$ cat config.mk
export PLATFORM = sky130hd
export DESIGN_NAME = fbdst_fifo
export DESIGN_NICKNAME = d
export VERILOG_FILES = /design/src/fbdst_pkg.sv /design/src/fbdst_fifo.sv
export SDC_FILE = /design/constraint.sdc
export NUM_CORES = 1
export LEC_CHECK = 0
export BUFFER_PORTS_ARGS = -buffer_cell sky130_fd_sc_hd__buf_2
export CAP_MARGIN = 5
export CORE_ASPECT_RATIO = 0.6
export CORE_MARGIN = 10
export CORE_UTILIZATION = 50
export DETAILED_ROUTE_END_ITERATION = 16
export GPL_TIMING_DRIVEN = 0
export PLACE_DENSITY = 0.76
export SYNTH_ARGS = -nofsm -noshare
export SYNTH_HDL_FRONTEND = slang
export SYNTH_SLANG_ARGS = --single-unit
$ cat constraint.sdc
create_clock -name i_clk -period 9.2 [get_ports i_clk]
set_input_delay 0 -clock i_clk [delete_from_list [all_inputs] [get_ports i_clk]]
set_output_delay 0 -clock i_clk [all_outputs]
set_load 0.03 [all_outputs]
$ cat src/fbdst_pkg.sv
// Shared types and codes for the frame buffer dirty span tracker.
// No dependencies; every other file imports this package.
package fbdst_pkg;

    // Widest coordinate that any screen size needs (up to 1024)
    localparam int CRD_W = 10;

    // Command codes on the input stream
    localparam logic [2:0] FN_PIXEL = 3'd0;
    localparam logic [2:0] FN_HLINE = 3'd1;
    localparam logic [2:0] FN_VLINE = 3'd2;
    localparam logic [2:0] FN_FILL  = 3'd3;
    localparam logic [2:0] FN_READ  = 3'd4;
    localparam logic [2:0] FN_TAKE  = 3'd5;

    // Job kinds handed from the front end to the engine
    localparam logic [1:0] K_NOP  = 2'd0;
    localparam logic [1:0] K_DRAW = 2'd1;
    localparam logic [1:0] K_READ = 2'd2;
    localparam logic [1:0] K_TAKE = 2'd3;

    // One classified job: a rectangle walk plus the drawing value
    typedef struct packed {
        logic [1:0]       kind;
        logic [CRD_W-1:0] row_first;
        logic [CRD_W-1:0] row_last;
        logic [CRD_W-1:0] col_first;
        logic [CRD_W-1:0] col_last;
        logic [15:0]      color;
        logic             xr;
    } t_cmd;

endpackage

$ cat src/fbdst_fifo.sv
// Two-entry job queue between the front end and the engine.
// Depends on fbdst_pkg.
module fbdst_fifo (
    input  logic            i_clk,
    input  logic            i_rst_n,
    input  logic            i_push,
    input  fbdst_pkg::t_cmd i_data,
    output logic            o_full,
    input  logic            i_pop,
    output fbdst_pkg::t_cmd o_data,
    output logic            o_empty
);
    import fbdst_pkg::*;

    t_cmd       r_mem [2];
    logic       r_wp, r_rp;
    logic [1:0] r_cnt;

    assign o_full  = (r_cnt == 2'd2);
    assign o_empty = (r_cnt == 2'd0);
    assign o_data  = r_mem[r_rp];

    // Advance pointers and count
    always_ff @(posedge i_clk) begin
        if (!i_rst_n) begin
            r_wp  <= 1'b0;
            r_rp  <= 1'b0;
            r_cnt <= 2'd0;
        end else begin
            if (i_push) r_wp <= ~r_wp;
            if (i_pop)  r_rp <= ~r_rp;
            r_cnt <= r_cnt + 2'(i_push) - 2'(i_pop);
        end
    end

    // Store entries
    always_ff @(posedge i_clk) begin
        if (i_push) r_mem[r_wp] <= i_data;
    end

endmodule

==> results.py <==
metrics = {
    "place": {
        "place_hpwl_um": 6130,
        "port-buffer-count": 123,
        "dp_cells": 441,
        "post_dp_cell_area_um2": 5310,
        "place_congestion": 0.715,
    },
    "setup_path": {
        "cp_slowest_stage_delay_ns": 0.71,
        "critPathCapture": "r_wp",
        "timing.rr.start": "r_wp",
        "cp_data_required_time_ns": 9.55,
        "reg2reg_slack_ns": 7.32,
        "reg2regPathDepth": 3,
        "startpoint": "r_wp",
        "r2r-end": "r_wp",
        "endpoint_kind": "flop",
        "slowest_stage": "nor2b_4",
        "start_kind": "flop",
        "path_class": "flop to flop",
        "cp_max_fo": 30,
        "arrival_ns": 2.23,
        "crit_chain": "nor2b_4, o21a_1, dlygate4sd3_1",
    },
    "power": {
        "p_leak_nw": 2.54,
        "power_density_nw_per_um2": 227,
        "peakVddDrop_mv": 0.144,
    },
    "cells_and_area": {
        "seqCellArea_um2": 3640,
        "multiInputGateArea_um2": 830,
        "fillerInstances": 520,
        "area_growth_syn_to_layout_pct": 43.3,
        "layout_commonest_cell": "buf_2",
        "final_nets": 476,
        "drive_gt1_frac": 0.513,
        "mostFrequentLayoutCells": "buf_2, edfxtp_1, dlygate4sd3_1, mux2_2, clkbuf_16",
        "fin_util": 0.750,
        "fin_cells": 536,
        "design_area_um2": 6490,
    },
    "routing": {
        "dr.pass1.iters": 4,
        "routed_wl_um": 9860,
        "routedWlPerCell_um": 18.4,
        "vias": 2582,
        "drt_iter0_drc": 134,
        "vias_per_cell": 4.82,
        "ant_nets": 0,
        "drc": 0,
    },
    "clocking": {
        "insertion_delay_ns": 0.40,
        "htree_num_levels": 4,
        "cts_tree": "yes",
        "cts_buffers": 17,
        "clk_pin_slew_ns": 0.05,
        "cts_max_path_buffers": 2,
        "cts_root_buffer": "clkbuf_16",
        "post_cts_buffers": 0,
        "clkSinkCount": 123,
    },
    "logic_synthesis": {
        "synth.avg_cell_area_um2": 22.1,
        "synth_top_area_share": 0.783,
        "ys_types": 15,
        "ys_ff_latch": 123,
        "syn_inst": 205,
        "synthesis.area_um2": 4530,
        "netlist_top_cells_area": "edfxtp_1, mux2_2, mux2_4",
        "seq_area_frac_synth": 0.805,
        "syn-num-nets": 270,
        "synth.largest_area_cell": "edfxtp_1",
        "yosys_warnings": 0,
    },
    "floorplan": {
        "start_util": 0.523,
        "dieArea_um2": 13400,
        "die_w_um": 143,
        "coreArea_um2": 8650,
        "core.rowCount": 26,
        "ios": 124,
        "fp.dieH_um": 93.7,
    },
    "sta": {
        "worst_pin_slew_ns": 0.889,
        "finalCritPeriodShare": 0.205,
        "report.final.hold_viol_count": 0,
        "skew_ns": 0.00691,
        "rsz0062_at_grt": "no",
        "setup_viol": 0,
        "finalSetupTns_ns": 0,
        "slew_violations": 0,
        "period_minus_slack_ns": 1.88,
        "fmax_mhz": 531,
        "slew_headroom": 0.406,
    },
    "global_routing": {
        "grt_start_max_net_pins": 60,
        "grt_pass1_wl_um": 15400,
        "grt_pass1_vias": 2907,
        "grt_overflow": 0,
        "antenna_found_initial": 1,
        "grt_usage": 0.153,
    },
    "status": {
        "outcome": "completed",
    },
    "flow_run": {
        "drv_cap": 0,
    },
    "hold_path": {
        "holdCritPathClass": "primary input to flop",
    },
}
## Yosys cell counts
library cell and number:
edfxtp_1 118, mux2_2 49, mux2_4 10, dfxtp_1 5, and2_1 4, buf_2 4, nor2b_1 4, buf_6 2
ha_1 2, inv_1 2, buf_8 1, nor2_1 1, o21a_1 1, xnor3_1 1, xor2_1 1
## what timing repair did
| item | CTS | global route |
|---|---|---|
| gates resized for setup | 0 | 0 |
| hold buffers | 63 | 0 |
| endpoints found under the hold margin | 123 | 0 |
## how the worst min path moves through the flow
stage	startpoint	to	slack, ns	cells after the start
global placement	i_data[34]	r_mem[0][34]	0.19	1
CTS	i_data[48]	r_mem[1][48]	0.31	2
detailed placement	i_data[27]	r_mem[1][27]	0.19	1
global route	i_data[55]	r_mem[0][55]	0.32	2
finish	i_data[48]	r_mem[1][48]	0.32	2
floorplan	i_data[0]	r_mem[0][0]	0.1	0
## flip-flops by register name, summed over array words and instances, names as in the netlist, named ones only
name	flops
r_cnt	2
r_mem	118
r_wp	1
r_rp	1
## through the flow
stage	power [mW]	hold slack [ns]	setup WS [ns]
after floorplan	0.795	0.0989	5.76
after global placement	0.851	0.187	4.31
after detailed placement	0.855	0.191	7.48
after CTS	1.48	0.306	7.27
after global routing	1.53	0.318	7.19
final	1.47	0.321	7.32
## power breakdown
group	internal, mW	switching (mW)
logic	0.0881	0.119
clock network	0.391	0.217
registers	0.648	0.00859
## logic make-up after synthesis
kind of cell | Yosys count | synth area share
mux | 59 | 0.155
xor+xnor | 2 | 0.00691
simple gates | 9 | 0.0119
fa+ha+maj | 2 | 0.00553
compound gates | 1 | 0.00166
flops | 123 | 0.805
buf+inv | 9 | 0.0144
## worst max-delay path: cells and delay by family (launching register included)
| kind | cells | cell delay (ns) |
|---|---|---|
| DFF | 1 | 0.34 |
| AOI/OAI and AO/OA | 1 | 0.24 |
| buffers and inverters | 1 | 0.54 |
| and+or+nand+nor | 1 | 0.71 |
## area by class of cell
type                    instances  share of cell area
flip-flops and latches        123               0.562
repair buffers                187               0.195
multi-input cells              73               0.128
clock buffers                  20              0.0673
well taps                     112              0.0216
clock inverters                11              0.0160
plain buffers                   7             0.00887
inverters                       2             0.00116
diodes                          1            0.000386
## per-layer routing
metal / up-vias / wire length, um / GRT usage
met1: 1250 / 4130 / 0.175
met4: 0 / 146 / 0.0692
li1: 1221 / - / -
met2: 97 / 4740 / 0.245
met5: - / 0 / 0
met3: 14 / 846 / 0.0672
Power figures use the tool's default switching activity.
