--- config.mk ---
export PLATFORM = sky130hd
export DESIGN_NAME = fbdst_front
export DESIGN_NICKNAME = d
export VERILOG_FILES = /design/src/fbdst_pkg.sv /design/src/fbdst_front.sv
export SDC_FILE = /design/constraint.sdc
export NUM_CORES = 1
export LEC_CHECK = 0
export BUFFER_PORTS_ARGS = -buffer_cell sky130_fd_sc_hd__buf_4
export CORE_UTILIZATION = 45
export DETAILED_ROUTE_END_ITERATION = 10
export PLACE_DENSITY_LB_ADDON = 0.12
export SYNTH_ARGS = -nofsm -noshare
export SYNTH_HDL_FRONTEND = slang
export SYNTH_SLANG_ARGS = --single-unit
--- constraint.sdc ---
create_clock -name vclk -period 3.9
set_clock_uncertainty 0.1 [all_clocks]
set_input_delay 0.39 -clock vclk [all_inputs]
set_output_delay 0.39 -clock vclk [all_outputs]
set_load 0.01 [all_outputs]
--- src/fbdst_pkg.sv ---
// Shared types and codes for the frame buffer dirty span tracker.
// No dependencies; every other file imports this package.
package fbdst_pkg;

    // Widest coordinate that any screen size needs (up to 1024)
    localparam int CRD_W = 10;

    // Command codes on the input stream
    localparam logic [2:0] FN_PIXEL = 3'd0;
    localparam logic [2:0] FN_HLINE = 3'd1;
    localparam logic [2:0] FN_VLINE = 3'd2;
    localparam logic [2:0] FN_FILL  = 3'd3;
    localparam logic [2:0] FN_READ  = 3'd4;
    localparam logic [2:0] FN_TAKE  = 3'd5;

    // Job kinds handed from the front end to the engine
    localparam logic [1:0] K_NOP  = 2'd0;
    localparam logic [1:0] K_DRAW = 2'd1;
    localparam logic [1:0] K_READ = 2'd2;
    localparam logic [1:0] K_TAKE = 2'd3;

    // One classified job: a rectangle walk plus the drawing value
    typedef struct packed {
        logic [1:0]       kind;
        logic [CRD_W-1:0] row_first;
        logic [CRD_W-1:0] row_last;
        logic [CRD_W-1:0] col_first;
        logic [CRD_W-1:0] col_last;
        logic [15:0]      color;
        logic             xr;
    } t_cmd;

endpackage

--- src/fbdst_front.sv ---
// Front end: decodes and clips one command into a rectangle walk job.
// Depends on fbdst_pkg.
module fbdst_front #(
    parameter int SCREEN_WIDTH  = 128,
    parameter int SCREEN_HEIGHT = 128
) (
    input  logic [2:0]          i_func,
    input  logic signed [15:0]  i_x_first,
    input  logic signed [15:0]  i_x_last,
    input  logic signed [15:0]  i_y_first,
    input  logic signed [15:0]  i_y_last,
    input  logic [15:0]         i_color,
    input  logic                i_xor_mode,
    output fbdst_pkg::t_cmd     o_cmd
);
    import fbdst_pkg::*;

    logic               x_on, y_on;
    logic signed [15:0] x_lo, x_hi, y_lo, y_hi;
    logic signed [15:0] x_lo_c, x_hi_c, y_lo_c, y_hi_c;
    logic               h_hit, v_hit;

    // Order and clip both end point pairs
    always_comb begin
        x_on   = (i_x_first >= 0) && (i_x_first < SCREEN_WIDTH);
        y_on   = (i_y_first >= 0) && (i_y_first < SCREEN_HEIGHT);
        x_lo   = (i_x_first < i_x_last) ? i_x_first : i_x_last;
        x_hi   = (i_x_first < i_x_last) ? i_x_last  : i_x_first;
        y_lo   = (i_y_first < i_y_last) ? i_y_first : i_y_last;
        y_hi   = (i_y_first < i_y_last) ? i_y_last  : i_y_first;
        h_hit  = (x_hi >= 0) && (x_lo < SCREEN_WIDTH);
        v_hit  = (y_hi >= 0) && (y_lo < SCREEN_HEIGHT);
        x_lo_c = (x_lo < 0) ? 16'sd0 : x_lo;
        x_hi_c = (x_hi > SCREEN_WIDTH - 1) ? 16'(SCREEN_WIDTH - 1) : x_hi;
        y_lo_c = (y_lo < 0) ? 16'sd0 : y_lo;
        y_hi_c = (y_hi > SCREEN_HEIGHT - 1) ? 16'(SCREEN_HEIGHT - 1) : y_hi;
    end

    // Classify the command
    always_comb begin
        o_cmd.kind      = K_NOP;
        o_cmd.row_first = CRD_W'(i_y_first);
        o_cmd.row_last  = CRD_W'(i_y_first);
        o_cmd.col_first = CRD_W'(i_x_first);
        o_cmd.col_last  = CRD_W'(i_x_first);
        o_cmd.color     = i_color;
        o_cmd.xr        = 1'b0;
        case (i_func)
            FN_PIXEL: begin
                if (x_on && y_on) o_cmd.kind = K_DRAW;
            end
            FN_HLINE: begin
                if (y_on && h_hit) o_cmd.kind = K_DRAW;
                o_cmd.col_first = CRD_W'(x_lo_c);
                o_cmd.col_last  = CRD_W'(x_hi_c);
                o_cmd.xr        = i_xor_mode;
            end
            FN_VLINE: begin
                if (x_on && v_hit) o_cmd.kind = K_DRAW;
                o_cmd.row_first = CRD_W'(y_lo_c);
                o_cmd.row_last  = CRD_W'(y_hi_c);
                o_cmd.xr        = i_xor_mode;
            end
            FN_FILL: begin
                o_cmd.kind      = K_DRAW;
                o_cmd.row_first = '0;
                o_cmd.row_last  = CRD_W'(SCREEN_HEIGHT - 1);
                o_cmd.col_first = '0;
                o_cmd.col_last  = CRD_W'(SCREEN_WIDTH - 1);
            end
            FN_READ: begin
                if (x_on && y_on) o_cmd.kind = K_READ;
            end
            FN_TAKE: begin
                if (y_on) o_cmd.kind = K_TAKE;
            end
            default: o_cmd.kind = K_NOP;
        endcase
    end

endmodule

==> results.txt, run 1 <==
- Max Freq: between 200 and 300 MHz
- After layout, the minimum clock period comes to around 3.5 ns.
* Wire length of the first global-routing pass: roughly 8 mm
- First-iteration detailed-routing DRC count: 73
* Cell internal power dissipation: approximately 0.17 mW
* Area inside the core boundary: between 0.003 and 0.004 sq mm
* Final setup fails: 0
- Largest net degree at the start of global routing: 15
- The number of global-route vias before repair is approximately 2.0k.
- CLK BUF: 0
- When the netlist entered floorplanning its net count stood at ~370.
- Number of routed nets with antenna violations: 0
- Number of nets in the layout: between 400 and 500
- Worst Setup End Kind: output port
- Setup slack closes at roughly 0.39 ns.
* DR vias/cell: 5.65
- Total iterations of the first detailed-routing run: 4
* Cell types with the highest counts after synthesis: sky130_fd_sc_hd__inv_1, sky130_fd_sc_hd__ha_1, sky130_fd_sc_hd__a22o_1
* FF/Latch Area: 0 sq um
- Data on the critical path is required at its endpoint by ~3.4 ns.
- Chip Width: between 60 and 70 microns
- For this run, the register share of the synthesized area comes to 0.
- Via count of the routed design: around 2.3k
- about 140 I/O pins were placed.
* Utilization after layout: 0.690
- Of the total power, the share spent switching nets is 0.461.
* Die Area: around 0.0042 sq mm
* Worst slew pin tran: approximately 0.95 ns
- Area share of xor/xnor cells in the synthesized design: 0.00996
- Delay of the slowest cell on the worst path: around 0.53 ns
- From synthesis to final layout, the design area changed by 45.7%.
- Number of max-cap violations: 0
- The initial antenna violation count is 0.
- The final max-slew violation count came to 0.
* Cell occurring most often along the worst timing path: sky130_fd_sc_hd__buf_4
- In the final layout, the share of cells above drive strength 1 is 0.359.
* Net Switching: approximately 0.15 mW
- In the finished design, the share of the clock period the worst path needs comes to 0.901.
- Number of sequential storage elements: 0
- Final routed wire length divided by cell count: between 10 and 15 microns
- Synthesis handed over a netlist of between 200 and 300 instances.
- Number of distinct standard cells referenced by the synthesized netlist: 49
- The synthesized design spends more area on one cell type than any other, namely sky130_fd_sc_hd__ha_1.
- Seq pwr share: 0
- The tightest min-delay check is of the in2out type.
* Count of final hold-check violations: 0
* DRC violations left: 0
* Peak VDD IR: roughly 0.00007 V
- In this run the static leakage power is between 1 and 1.5 nW.
* Starting density of the core: 0.473
- Of the total power, combinational logic draws 1.000.
- Synth Area in Compound Gates: 0.353
* Die Y-Extent: between 60 and 70 microns
- The setup path with the least slack is of type in2out.
* Final weighted congestion in routability-driven placement: approximately 0.8
* Average size of a mapped cell: 6.90 sq um
* Fraction of synthesized cell area taken by the top area cell type: 0.213
- Adder-cell area share of the yosys netlist: 0.213
- For this run, the number of Yosys warnings is 0.
- Row generation in the floorplan step produced 22 rows.
- Total power per unit cell area: roughly 130 mW/mm^2
- Total of cells resized after clock tree synthesis: 0
- CP Data Arrival Time: 3.02 ns
* Post-DP HPWL: ~4.3 mm
- Post-Synth Simple-Gate Area: 0.227
- For this block, the routed nets add up to approximately 5.3 mm of wire.
* Total grt overflow: 0
* Portion of total power attributed to the clock network: 0
- Portion of netlist area occupied by mux cells: 0.0356
- Largest family of logic cells by synthesized area: compound AO/OA/AOI/OAI gates
- Summed over all failing endpoints, the final setup total negative slack is 0 ns.
- By instance count, the leading cell after synthesis is sky130_fd_sc_hd__inv_1.
- IO Port Bufs: roughly 110
- At the placement stage, the worst setup path has a slack of a little over 0.2 ns.
- RSZ-0062 raised after global routing: no
- 0 antenna diodes ended up in the layout.
* Worst slew margin relative to its limit: 0.359
- Largest cells by area after synthesis: sky130_fd_sc_hd__ha_1, sky130_fd_sc_hd__a22o_1, sky130_fd_sc_hd__inv_1
- Critical path peak fanout: 8
- CP cell instances: buf_4 > inv_1 > ha_1 > nand4_1 > nor3_1 > nand2_1 > o211ai_1 > buf_4 > mux2_2 > o21ai_0 > a22o_1 > buf_4
- Across every metal layer, demand over resource in global routing totals 0.230.
- The worst setup path is launched from an input pin.
* Outcome: finished, final reports clean
- The cell area that synthesis handed to floorplanning was around 0.0018 sq mm.
- Filler cell count in the final layout: 357
- Cell type of the slowest stage on the worst timing path: sky130_fd_sc_hd__o211ai_1
kinds of logic (layout without fill, tap and decap cells):
group | after synthesis | after routing
xor gates and xnor gates | 2 | 2
muxes | 6 | 6
AOI/OAI and AO/OA | 82 | 82
adders and majority gates | 30 | 30
and+or+nand+nor | 76 | 76
buffers and inverters | 59 | 155
timing repair:
item                                    in CTS  in global routing
hold buffers                                 0                  0
hold endpoints to repair                     0                  0
endpoints found under the setup margin       0                 10
buffers inserted                             0                  5
layout by cell type (no fill, tap or decap), types with 2 or more instances in the layout:
| cell | n |
|---|---|
| sky130_fd_sc_hd__a2111oi_0 | 2 |
| sky130_fd_sc_hd__a21boi_0 | 2 |
| sky130_fd_sc_hd__a21oi_1 | 16 |
| sky130_fd_sc_hd__a22o_1 | 23 |
| sky130_fd_sc_hd__a2bb2oi_1 | 6 |
| sky130_fd_sc_hd__buf_4 | 119 |
| sky130_fd_sc_hd__ha_1 | 30 |
| sky130_fd_sc_hd__inv_1 | 36 |
| sky130_fd_sc_hd__mux2_2 | 2 |
| sky130_fd_sc_hd__mux2i_1 | 4 |
| sky130_fd_sc_hd__nand2_1 | 21 |
| sky130_fd_sc_hd__nand2b_1 | 7 |
| sky130_fd_sc_hd__nand3_1 | 2 |
| sky130_fd_sc_hd__nand3b_1 | 2 |
| sky130_fd_sc_hd__nand4_1 | 2 |
| sky130_fd_sc_hd__nor2_1 | 16 |
| sky130_fd_sc_hd__nor2b_1 | 2 |
| sky130_fd_sc_hd__nor3_1 | 6 |
| sky130_fd_sc_hd__nor4_1 | 6 |
| sky130_fd_sc_hd__o21a_1 | 3 |
| sky130_fd_sc_hd__o21ai_0 | 5 |
| sky130_fd_sc_hd__o22a_1 | 7 |
| sky130_fd_sc_hd__o22ai_1 | 3 |
| sky130_fd_sc_hd__o31ai_1 | 2 |
| sky130_fd_sc_hd__or3b_2 | 2 |
| sky130_fd_sc_hd__or4_1 | 3 |
| sky130_fd_sc_hd__xnor2_1 | 2 |
critical path: cells and delay by family:
family	cells	cell delay, ns
compound gates	3	1.02
fa+ha+maj	1	0.29
buf+inv	4	0.55
mux	1	0.33
simple gates	3	0.45
power groups by stage:
stage	sequential [mW]	clock [mW]	combinational [mW]
2_1_floorplan	0	0	0.178
3_3_place_gp	0	0	0.306
3_5_place_dp	0	0	0.312
4_1_cts	0	0	0.313
5_1_grt	0	0	0.355
6_report	0	0	0.323
cell type report:
type	instances	area, sq um	area share
Multi-Input combinational cell	196	1480	0.575
Timing Repair Buffer	119	893	0.348
Inverter	36	135	0.0527
Tap cell	48	60.1	0.0234
path summary, 6_finish.rpt:
kind                        end  slack [ns]         start  cells past startpoint
worst max-delay path  o_cmd[45]        0.39  i_y_last[15]                     12
worst min-delay path   o_cmd[6]        0.68    i_color[5]                      0
routing by layer:
layer  vias up  wire length, microns  global-route usage
met5         -                     0                   0
met4         0                    55              0.0250
li1       1120                     -                   -
met3         8                   335              0.0264
met2        90                  2700               0.445
met1      1036                  2180               0.274
through the flow:
| step | total power, mW | instances | hold WS (ns) | cell area [sq um] |
|---|---|---|---|---|
| floorplan | 0.178 | 255 | 0.772 | 1760 |
| global placement | 0.306 | 394 | 0.680 | 2530 |
| detailed placement | 0.312 | 394 | 0.680 | 2530 |
| CTS | 0.313 | 394 | 0.680 | 2530 |
| global route | 0.355 | 399 | 0.680 | 2560 |
| finish | 0.323 | 399 | 0.680 | 2560 |
Note: power is estimated with default switching activity, not from simulation.
==> run 2: changes to the inputs <==
- CORE_ASPECT_RATIO: unset -> 1.4
==> results.txt, run 2 (same netlist as run 1, synthesis figures left out) <==
* Largest net degree at the start of global routing: 15 (unchanged)
* Commonest non-fill, non-tap cells in the layout: sky130_fd_sc_hd__buf_4, sky130_fd_sc_hd__inv_1, sky130_fd_sc_hd__ha_1
- Crit path setup slack, layout: 0.366 ns (-0.0205 ns)
* Final weighted congestion in routability-driven placement: 0.848 (+6.2%)
- The critical path is of the in2out type.
* Final setup fails: 0 (unchanged)
- Diodes inserted: 0 (unchanged)
* FF/Latch Area: 0 sq um (unchanged)
- The initial DRC count came to 27 (-63%).
* Utilization after layout: 0.682 (-0.00771)
- The worst-case headroom to the max-slew limit is 0.401 (+0.0428).
* CP Data Arrival Time: 3.04 ns (+0.02 ns)
* Worst Setup End Kind: output port
- The die span in y is 76.0 microns (+18%).
* Period utilization: 0.906 (+0.00526)
- The number of global-route vias before repair was 2022 (+2.7%).
- Area inside the core boundary: 0.00371 sq mm (-0.20%)
- Number of sequential storage elements: 0 (unchanged)
- Final WL: 5.27 mm (-0.11%)
* Final routed wire length divided by cell count: 13.5 microns (+2.5%)
* DR vias/cell: 5.68 (+0.57%)
* IO Port Bufs: 111 (unchanged)
- Static leakage power: 1.35 nW (-1.4%)
* Via count of the routed design: 2210 (-2.0%)
- The fraction of final layout cells sized beyond drive strength 1 was 0.354 (-0.00451).
- Total grt overflow: 0 (unchanged)
* Chip Width: 54.8 microns (-15%)
- Peak VDD IR: 0.0000908 V (+32%)
- The required time of the critical path was 3.41 ns (about the same).
- Count of pins over their slew limit: 0 (unchanged)
- The effective utilization at floorplan came to 0.474 (+0.000958).
* Final-layout setup total negative slack: 0 ns (unchanged)
* Outcome: finished, final reports clean
* Total power per unit cell area: 124 mW/mm^2 (-1.7%)
- Post CTS Setup Buffer Count: 0 (unchanged)
* RSZ-0062 raised after global routing: no
- Total iterations of the first detailed-routing run: 4 (unchanged)
* Worst slew pin tran: 0.894 ns (-0.0602 ns)
- The final-layout clock buffer total came to 0 (unchanged).
* DRC violations left: 0 (unchanged)
- Post-DP HPWL: 4.53 mm (+5.0%)
- Number of max-cap violations: 0 (unchanged)
* Row count: 26 (+18%)
* Number of routed nets with antenna violations: 0 (unchanged)
- The first-pass GRT wire length is 8.14 mm (+1.2%).
- Startpoint class of the critical path: input pin
* Critical path peak fanout: 12 (+4)
- Final Critical Period: 3.53 ns (+0.0205 ns)
* HP Class: in2out
* Aggregate global-route resource usage: 0.243 (+0.0129)
- The achievable clock frequency is 283 MHz (-0.58%).
- Die Area: 0.00417 sq mm (about the same)
- The initial antenna violation count was 0 (unchanged).
- The number of primary I/O pins was 143 (unchanged).
* Number of nets in the layout: 463 (-0.86%)
- The library cell used most frequently in the layout, excluding fill and tap cells, is sky130_fd_sc_hd__buf_4.
- The post-placement worst setup slack came to 0.252 ns (+0.0502 ns).
- Area added between synthesis and finish: 43.8%
- The final hold violation count came to 0 (unchanged).
-- run 2: cell types whose count changed in the layout (fill, tap and decap cells not counted), sizes merged --
cell / before / now
buf: 119 / 115
-- run 2: timing repair --
action	4_1_cts	5_1_grt
resized for setup	0	1
hold buffers	0	0
endpoints found under the setup margin	0	10
-- run 2: layout make-up --
class                           count  area, sq um
Multi-Input combinational cell    196         1480
Timing Repair Buffer              115          863
Fill cell                         356         1180
Tap cell                           42         52.6
Inverter                           36          135
-- run 2: per-stage QoR --
step	hold WS (ns)	power, mW	instances	area [sq um]
2_1_floorplan	0.772	0.178	255	1760
3_3_place_gp	0.680	0.308	389	2530
3_5_place_dp	0.680	0.313	389	2530
4_1_cts	0.680	0.314	389	2530
5_1_grt	0.680	0.347	389	2530
6_report	0.680	0.314	389	2530
-- run 2: critical path: stages --
cell and delay, ns:
sky130_fd_sc_hd__buf_4 0.12, sky130_fd_sc_hd__inv_1 0.06, sky130_fd_sc_hd__ha_1 0.28, sky130_fd_sc_hd__nand4_1 0.10
sky130_fd_sc_hd__nor3_1 0.26, sky130_fd_sc_hd__nand2_1 0.08, sky130_fd_sc_hd__o211ai_1 0.71, sky130_fd_sc_hd__mux2_2 0.41
sky130_fd_sc_hd__o21ai_0 0.29, sky130_fd_sc_hd__a22o_1 0.21, sky130_fd_sc_hd__buf_4 0.12
-- run 2: power by group --
| group | switching (mW) | total (mW) | internal, mW | leakage (nW) |
|---|---|---|---|---|
| clock network | 0 | 0 | 0 | 0 |
| logic | 0.146 | 0.314 | 0.167 | 1.35 |
| registers | 0 | 0 | 0 | 0 |
-- run 2: final timing paths --
path | from | to | slack [ns] | depth (start not counted)
worst max-delay path | i_y_last[15] | o_cmd[44] | 0.37 | 11
worst min-delay path | i_color[1] | o_cmd[2] | 0.68 | 0
-- run 2: layer usage --
metal	vias up	wire length, microns	track usage
li1	1121	-	-
met1	1012	1980	0.243
met2	71	2930	0.496
met3	6	318	0.0220
met4	0	43	0.0256
met5	-	0	0
